`src/sv/glrp_pkg.sv`:
```
// ----------------------------------------------------------------------------
// Grid line and rectangle painter package
// Shared widths, codes, handshake types and helper functions.
// ----------------------------------------------------------------------------
package glrp_pkg;

    // Field widths fixed by the item format.
    localparam int POS_W      = 6;
    localparam int CODE_W     = 2;
    localparam int TOOL_W     = 3;
    localparam int MODE_W     = 2;
    localparam int CFG_IDX_W  = 1;
    localparam int CFG_DATA_W = 3;

    // Bresenham error term: holds values between minus and plus four times the span.
    localparam int ERR_W = POS_W + 3;

    // Default grid size.
    localparam int GRID_W_DEF = 64;
    localparam int GRID_H_DEF = 64;

    // Configuration register indexes.
    localparam logic [CFG_IDX_W-1:0] CFG_PAINT_TOOL  = 1'b0;
    localparam logic [CFG_IDX_W-1:0] CFG_SELECT_MODE = 1'b1;

    // Request kinds.
    localparam logic KIND_CLICK = 1'b0;
    localparam logic KIND_READ  = 1'b1;

    // Tool codes.
    localparam logic [TOOL_W-1:0] TOOL_NONE    = 3'd0;
    localparam logic [TOOL_W-1:0] TOOL_EDGE    = 3'd1;
    localparam logic [TOOL_W-1:0] TOOL_EMPTY   = 3'd2;
    localparam logic [TOOL_W-1:0] TOOL_RUBBISH = 3'd3;
    localparam logic [TOOL_W-1:0] TOOL_OUT     = 3'd4;

    // Cell codes held in the grid.
    localparam logic [CODE_W-1:0] CELL_EMPTY   = 2'd0;
    localparam logic [CODE_W-1:0] CELL_EDGE    = 2'd1;
    localparam logic [CODE_W-1:0] CELL_RUBBISH = 2'd2;
    localparam logic [CODE_W-1:0] CELL_OUT     = 2'd3;

    typedef enum logic [MODE_W-1:0] {
        MODE_NONE  = 2'd0,
        MODE_POINT = 2'd1,
        MODE_LINE  = 2'd2,
        MODE_RECT  = 2'd3
    } mode_t;

    typedef enum logic [3:0] {
        ST_CLEAR,
        ST_IDLE,
        ST_RD_ADDR,
        ST_RD_DATA,
        ST_POINT,
        ST_LINE_INIT,
        ST_LINE_RUN,
        ST_RECT_INIT,
        ST_RECT_RUN
    } state_t;

    // Commands from the controller to the datapath.
    typedef struct packed {
        logic clear_en;
        logic load_pos;
        logic load_first;
        logic drop_first;
        logic line_init;
        logic line_step;
        logic rect_init;
        logic rect_step;
        logic paint_en;
        logic load_out;
    } dp_cmd_t;

    // Status from the datapath to the controller.
    typedef struct packed {
        logic  req_read;
        logic  click_idle;
        mode_t mode;
        logic  first_pending;
        logic  clear_last;
        logic  line_last;
        logic  rect_last;
        logic  out_free;
    } dp_status_t;

    // True when the tool writes a cell code at all.
    function automatic logic tool_paints(input logic [TOOL_W-1:0] tool);
        logic paints;
        case (tool)
            TOOL_EDGE, TOOL_EMPTY, TOOL_RUBBISH, TOOL_OUT: paints = 1'b1;
            default:                                       paints = 1'b0;
        endcase
        return paints;
    endfunction

    // Cell code written by a tool.
    function automatic logic [CODE_W-1:0] tool_code(input logic [TOOL_W-1:0] tool);
        logic [CODE_W-1:0] code;
        case (tool)
            TOOL_EDGE:    code = CELL_EDGE;
            TOOL_RUBBISH: code = CELL_RUBBISH;
            TOOL_OUT:     code = CELL_OUT;
            default:      code = CELL_EMPTY;
        endcase
        return code;
    endfunction

endpackage

```
`src/sv/glrp_ctrl.sv`:
```
// ----------------------------------------------------------------------------
// Painter controller
// Sequences clearing, reads, point paints, line runs and rectangle sweeps.
// ----------------------------------------------------------------------------
module glrp_ctrl (
    input  logic                 clk,
    input  logic                 rst_n,
    input  logic                 req_valid,
    output logic                 req_ready,
    input  glrp_pkg::dp_status_t status,
    output glrp_pkg::dp_cmd_t    cmd
);

    glrp_pkg::state_t state_reg;
    glrp_pkg::state_t state_next;

    always_ff @(posedge clk or negedge rst_n)
    begin
        if (!rst_n)
        begin
            state_reg <= glrp_pkg::ST_CLEAR;
        end
        else
        begin
            state_reg <= state_next;
        end
    end

    // Next state.
    always_comb
    begin
        state_next = state_reg;
        case (state_reg)
            glrp_pkg::ST_CLEAR:
            begin
                if (status.clear_last)
                begin
                    state_next = glrp_pkg::ST_IDLE;
                end
            end
            glrp_pkg::ST_IDLE:
            begin
                if (req_valid)
                begin
                    if (status.req_read)
                    begin
                        state_next = glrp_pkg::ST_RD_ADDR;
                    end
                    else if (!status.click_idle)
                    begin
                        case (status.mode)
                            glrp_pkg::MODE_POINT:
                            begin
                                state_next = glrp_pkg::ST_POINT;
                            end
                            glrp_pkg::MODE_LINE:
                            begin
                                if (status.first_pending)
                                begin
                                    state_next = glrp_pkg::ST_LINE_INIT;
                                end
                            end
                            glrp_pkg::MODE_RECT:
                            begin
                                if (status.first_pending)
                                begin
                                    state_next = glrp_pkg::ST_RECT_INIT;
                                end
                            end
                            default:
                            begin
                                state_next = glrp_pkg::ST_IDLE;
                            end
                        endcase
                    end
                end
            end
            glrp_pkg::ST_RD_ADDR:   state_next = glrp_pkg::ST_RD_DATA;
            glrp_pkg::ST_RD_DATA:
            begin
                if (status.out_free)
                begin
                    state_next = glrp_pkg::ST_IDLE;
                end
            end
            glrp_pkg::ST_POINT:     state_next = glrp_pkg::ST_IDLE;
            glrp_pkg::ST_LINE_INIT: state_next = glrp_pkg::ST_LINE_RUN;
            glrp_pkg::ST_LINE_RUN:
            begin
                if (status.line_last)
                begin
                    state_next = glrp_pkg::ST_IDLE;
                end
            end
            glrp_pkg::ST_RECT_INIT: state_next = glrp_pkg::ST_RECT_RUN;
            glrp_pkg::ST_RECT_RUN:
            begin
                if (status.rect_last)
                begin
                    state_next = glrp_pkg::ST_IDLE;
                end
            end
            default:                state_next = glrp_pkg::ST_IDLE;
        endcase
    end

    // Outputs.
    always_comb
    begin
        cmd       = '0;
        req_ready = 1'b0;
        case (state_reg)
            glrp_pkg::ST_CLEAR:
            begin
                cmd.clear_en = 1'b1;
            end
            glrp_pkg::ST_IDLE:
            begin
                req_ready = 1'b1;
                if (req_valid)
                begin
                    cmd.load_pos = 1'b1;
                    if (!status.req_read && !status.click_idle &&
                        (status.mode inside {glrp_pkg::MODE_LINE, glrp_pkg::MODE_RECT}))
                    begin
                        cmd.drop_first = status.first_pending;
                        cmd.load_first = !status.first_pending;
                    end
                end
            end
            glrp_pkg::ST_RD_DATA:
            begin
                cmd.load_out = status.out_free;
            end
            glrp_pkg::ST_POINT:
            begin
                cmd.paint_en = 1'b1;
            end
            glrp_pkg::ST_LINE_INIT:
            begin
                cmd.line_init = 1'b1;
            end
            glrp_pkg::ST_LINE_RUN:
            begin
                cmd.paint_en  = 1'b1;
                cmd.line_step = !status.line_last;
            end
            glrp_pkg::ST_RECT_INIT:
            begin
                cmd.rect_init = 1'b1;
            end
            glrp_pkg::ST_RECT_RUN:
            begin
                cmd.paint_en  = 1'b1;
                cmd.rect_step = !status.rect_last;
            end
            default:
            begin
                cmd = '0;
            end
        endcase
    end

endmodule

```
`config.mk`:
```
export PLATFORM = sky130hd
export DESIGN_NAME = glrp_ctrl
export DESIGN_NICKNAME = d
export VERILOG_FILES = /design/src/sv/glrp_pkg.sv /design/src/sv/glrp_ctrl.sv
export SDC_FILE = /design/constraint.sdc
export NUM_CORES = 1
export LEC_CHECK = 0
export ABC_AREA = 0
export BUFFER_PORTS_ARGS = -buffer_cell sky130_fd_sc_hd__buf_2
export CORE_AREA = 10 10 47 49
export DETAILED_ROUTE_END_ITERATION = 10
export DIE_AREA = 0 0 57 59
export PLACE_DENSITY_LB_ADDON = 0.12
export SETUP_SLACK_MARGIN = 0.5
export SLEW_MARGIN = 20
export SYNTH_ARGS = -nofsm -noshare
export SYNTH_HDL_FRONTEND = slang
export SYNTH_SLANG_ARGS = --single-unit
```
`constraint.sdc`:
```
create_clock -name clk -period 2.96 [get_ports clk]
set_input_delay 0.592 -clock clk [delete_from_list [all_inputs] [get_ports clk]]
set_output_delay 0.592 -clock clk [all_outputs]
set_load 0.005 [all_outputs]
```
; ---- Word-level counts from Yosys, hierarchy flattened
; Cells that the tools add are included.
[op_classes]
addsub = 0
multipliers = 0
div_mod_pow = 0
n_lt_le_gt_ge = 0
eq_ne = 19
shift = 0
mux = 22
n_bitwise = 0
reduce_logical = 11
[ops]
columns = op, count
row1 = $mux 4, 9
row2 = $pmux 4 s8, 1
row3 = $eq 4x3->1 const B, 4
row4 = $pmux 4 s3, 1
row5 = $ne 2x2->1 const B, 5
row6 = $eq 4x2->1 const B, 2
row7 = $mux 1, 8
row8 = $ne 4x4->1 const B, 2
row9 = $reduce_and 8->1, 1
row10 = $mux 3, 2
row11 = $logic_not 1->1, 5
row12 = $eq 2x2->1 const B, 2
row13 = $eq 4x1->1 const B, 1
row14 = $eq 4x4->1 const B, 1
row15 = $logic_not 4->1, 1
row16 = $ne 3x3->1 const B, 1
row17 = $reduce_or 3->1, 1
row18 = $eq 2x1->1 const B, 1
row19 = $logic_and 1x1->1, 2
row20 = $mux 2, 1
row21 = $reduce_bool 2->1, 1
[totals]
regBits = 4
latchBits = 0
mem_bits_rw = 0
romBits = 0
input_bits = 12
out_inout_bits = 11
memories = 0

; ---- Longest topological paths before layout
[logic_depth]
word_depth = 6
ltp_mapped = 5
ltp_nobuf = 4

; ---- Least setup slack after synthesis
; OpenSTA, ideal clock, no wires.
[synth_path]
path_kind = register -> output
startpoint = reg state_reg[3]
endpoint = out cmd[6] (netlist bit)
arrival_ns = 1.308
required_ns = 2.368
slack_ns = 1.060
path_stages_with_launch = 4
n_path_buf = 0
path_cell_list = dfrtp_1 or4b_4 nor2_1 and3_1
[synth_lines]
columns = item, line_no
row1 = from (decl), glrp_ctrl.sv:14  ; glrp_pkg::state_t state_reg;
row2 = from (signal assigned), glrp_ctrl.sv:21  ; state_reg <= glrp_pkg::ST_CLEAR;
row3 = from (signal assigned), glrp_ctrl.sv:25  ; state_reg <= state_next;
row4 = to (decl), glrp_ctrl.sv:11  ; output glrp_pkg::dp_cmd_t cmd

==> metrics <==
gpl congestion just under 0.8; Post-Route WL 1230 microns; Avg Vias per Cell about 5.0; vias in the first global route between 400 and 500; Cells after Synth 54; Clock Tree Root clkbuf_4; Final Skew roughly 0.0075 ns; worst reg2reg setup slack between 1 and 1.5 ns; Ant. Diodes 0; final cell count without fillers between 90 and 100; number of synthesized register bits 4; die area roughly 3400 sq um; fmax approximately 0.43 GHz; initial antenna violation count 0; CTS tree done; clock input transition at the sequential cells of the worst setup and hold paths 0.04 ns; Final HPWL DP around 1000 microns; First-pass DRT Iterations 4; post-synthesis async set-or-reset flop share 100%; Worst Path Arrival ~1.7 ns; Post-DRT Antenna Nets 0; CTS buffer count 3; DIE HEIGHT ~59 microns; Final Setup Violations 0; status complete, no violations; Final nets a little over 90; initial DRC count 6; starting density of the core between 20 and 30%; Synth top area share approximately a quarter; Final Power between 0.4 and 0.5 mW; Remaining Overflow, GRT 0; pwr dens between 700 and 800 nW/um^2; clk buf depth 2; Area growth syn-to-layout 35.9%; Worst-Skew Late Latency 0.24 ns; Post-synth EDFFs 0; Final period util between 70% and 80%; Final Hold Vio Count 0; first-pass GRT wire length between 2000 and 2500 microns; relative slew slack between 70% and 80%; row cnt 14; HP Class primary input to asynchronous set/reset pin; layout cells sized above 1 40.3%; part of the Yosys area used for sequential elements 24.3%; critical path type flop to output port; Post-DP Area 534 sq um; final instance area 559 sq um; worst slew pin tran approximately 0.37 ns; Syn Nets 66; Critical Path Source Type flop; WP data required 2.37 ns; post-synthesis cell area between 400 and 500 sq um; drc violations 0; Leak between 0.2 and 0.3 nW; Port Buffer Count 22; H-tree Lvls 1; Tmin final 2.33 ns; Place WS around 0.83 ns; area leader, netlist dfrtp_1; Die W ~57 microns; largest net degree at the start of global routing 15; final hold slack approximately 0.15 ns; CTS Sinks 4; Setup TNS 0 ns; fin. max-slew vios 0; most frequent cells in the layout buf_2, nor2_1, inv_1; fin util 39.9%; CORE AREA around 1400 sq um; maxcap violations 0; critical path capture point type output port; synth top area cells dfrtp_1, nor2_1, inv_1; unrepaired setup endpoints after global routing no; CP max FO 13; main flop type after synthesis dfrtp_1; Synth cell types 29; commonest non-fill, non-tap cell in the layout buf_2; final worst slack 0.628 ns; Cells after DPL 90; synthesized area per cell about 7.6 sq um; WL per Instance 13.2 microns; IO Pins 23; max FFs per register 4; DR vias about 460; maximum VDD drop 0.306 mV; Synthesis Warnings 0; number of setup buffers added after CTS 0; total global-route track usage 7.70%
## cell families (layout without fill, tap and decap cells)
family | Yosys count | count (layout) | synth area share, %
AND/OR/NAND/NOR | 31 | 31 | 48.3
buffers and inverters | 8 | 31 | 7.30
flip-flops | 4 | 4 | 24.3
AO/OA/AOI/OAI | 10 | 10 | 17.6
multiplexers | 1 | 1 | 2.43
## cells in the mapped netlist, drive strengths merged (2+ instances only)
master and instances:
o21ai 2, nand2b 3, nor4b 2, o21bai 2
or3 3, nand4 2, clkbuf 2, dfrtp 4
nor2 8, nand2 2, inv 6, nor3 3
## layer usage
metal	track usage (%)	vias up	part of all wire, %
met5	0	-	0
met4	5.03	0	1.1
met3	3.00	2	7.0
met2	10.5	21	40
met1	9.65	196	52
li1	-	245	-
## worst max-delay path: stages, from the launching register on
cell	delay, ns
dfrtp_2	0.47
or4b_4	0.59
nor2_1	0.17
and3_1	0.16
buf_2	0.11
## power breakdown
part	switching (mW)	internal (mW)
registers	0.0523	0.0770
clock network	0.0242	0.0455
logic	0.107	0.124
total	0.183	0.246
## repair_timing
action                     in CTS  in global routing
gates resized for setup         0                  2
setup endpoints to repair       0                  2
hold buffers                    0                  0
## path summary, 6_finish.rpt
| kind | end | from | depth (start not counted) |
|---|---|---|---|
| worst min-delay path | state_reg[3] | rst_n | 1 |
| worst max-delay path | cmd[6] | state_reg[1] | 4 |
| worst min register to register | state_reg[1] | state_reg[1] | 1 |
| worst max register to register | state_reg[0] | state_reg[1] | 4 |
| max in group asynchronous | state_reg[1] | rst_n | 1 |
| min in group clk | state_reg[1] | state_reg[1] | 1 |
## cell type report
class	instances	area, sq um
multi-input cells	42	282
repair buffers	22	110
flip-flops and latches	4	103
well taps	16	20.0
clock buffers	3	22.5
inverters	6	22.5
fillers	158	842
No activity file was read; power rests on OpenSTA's default activity.
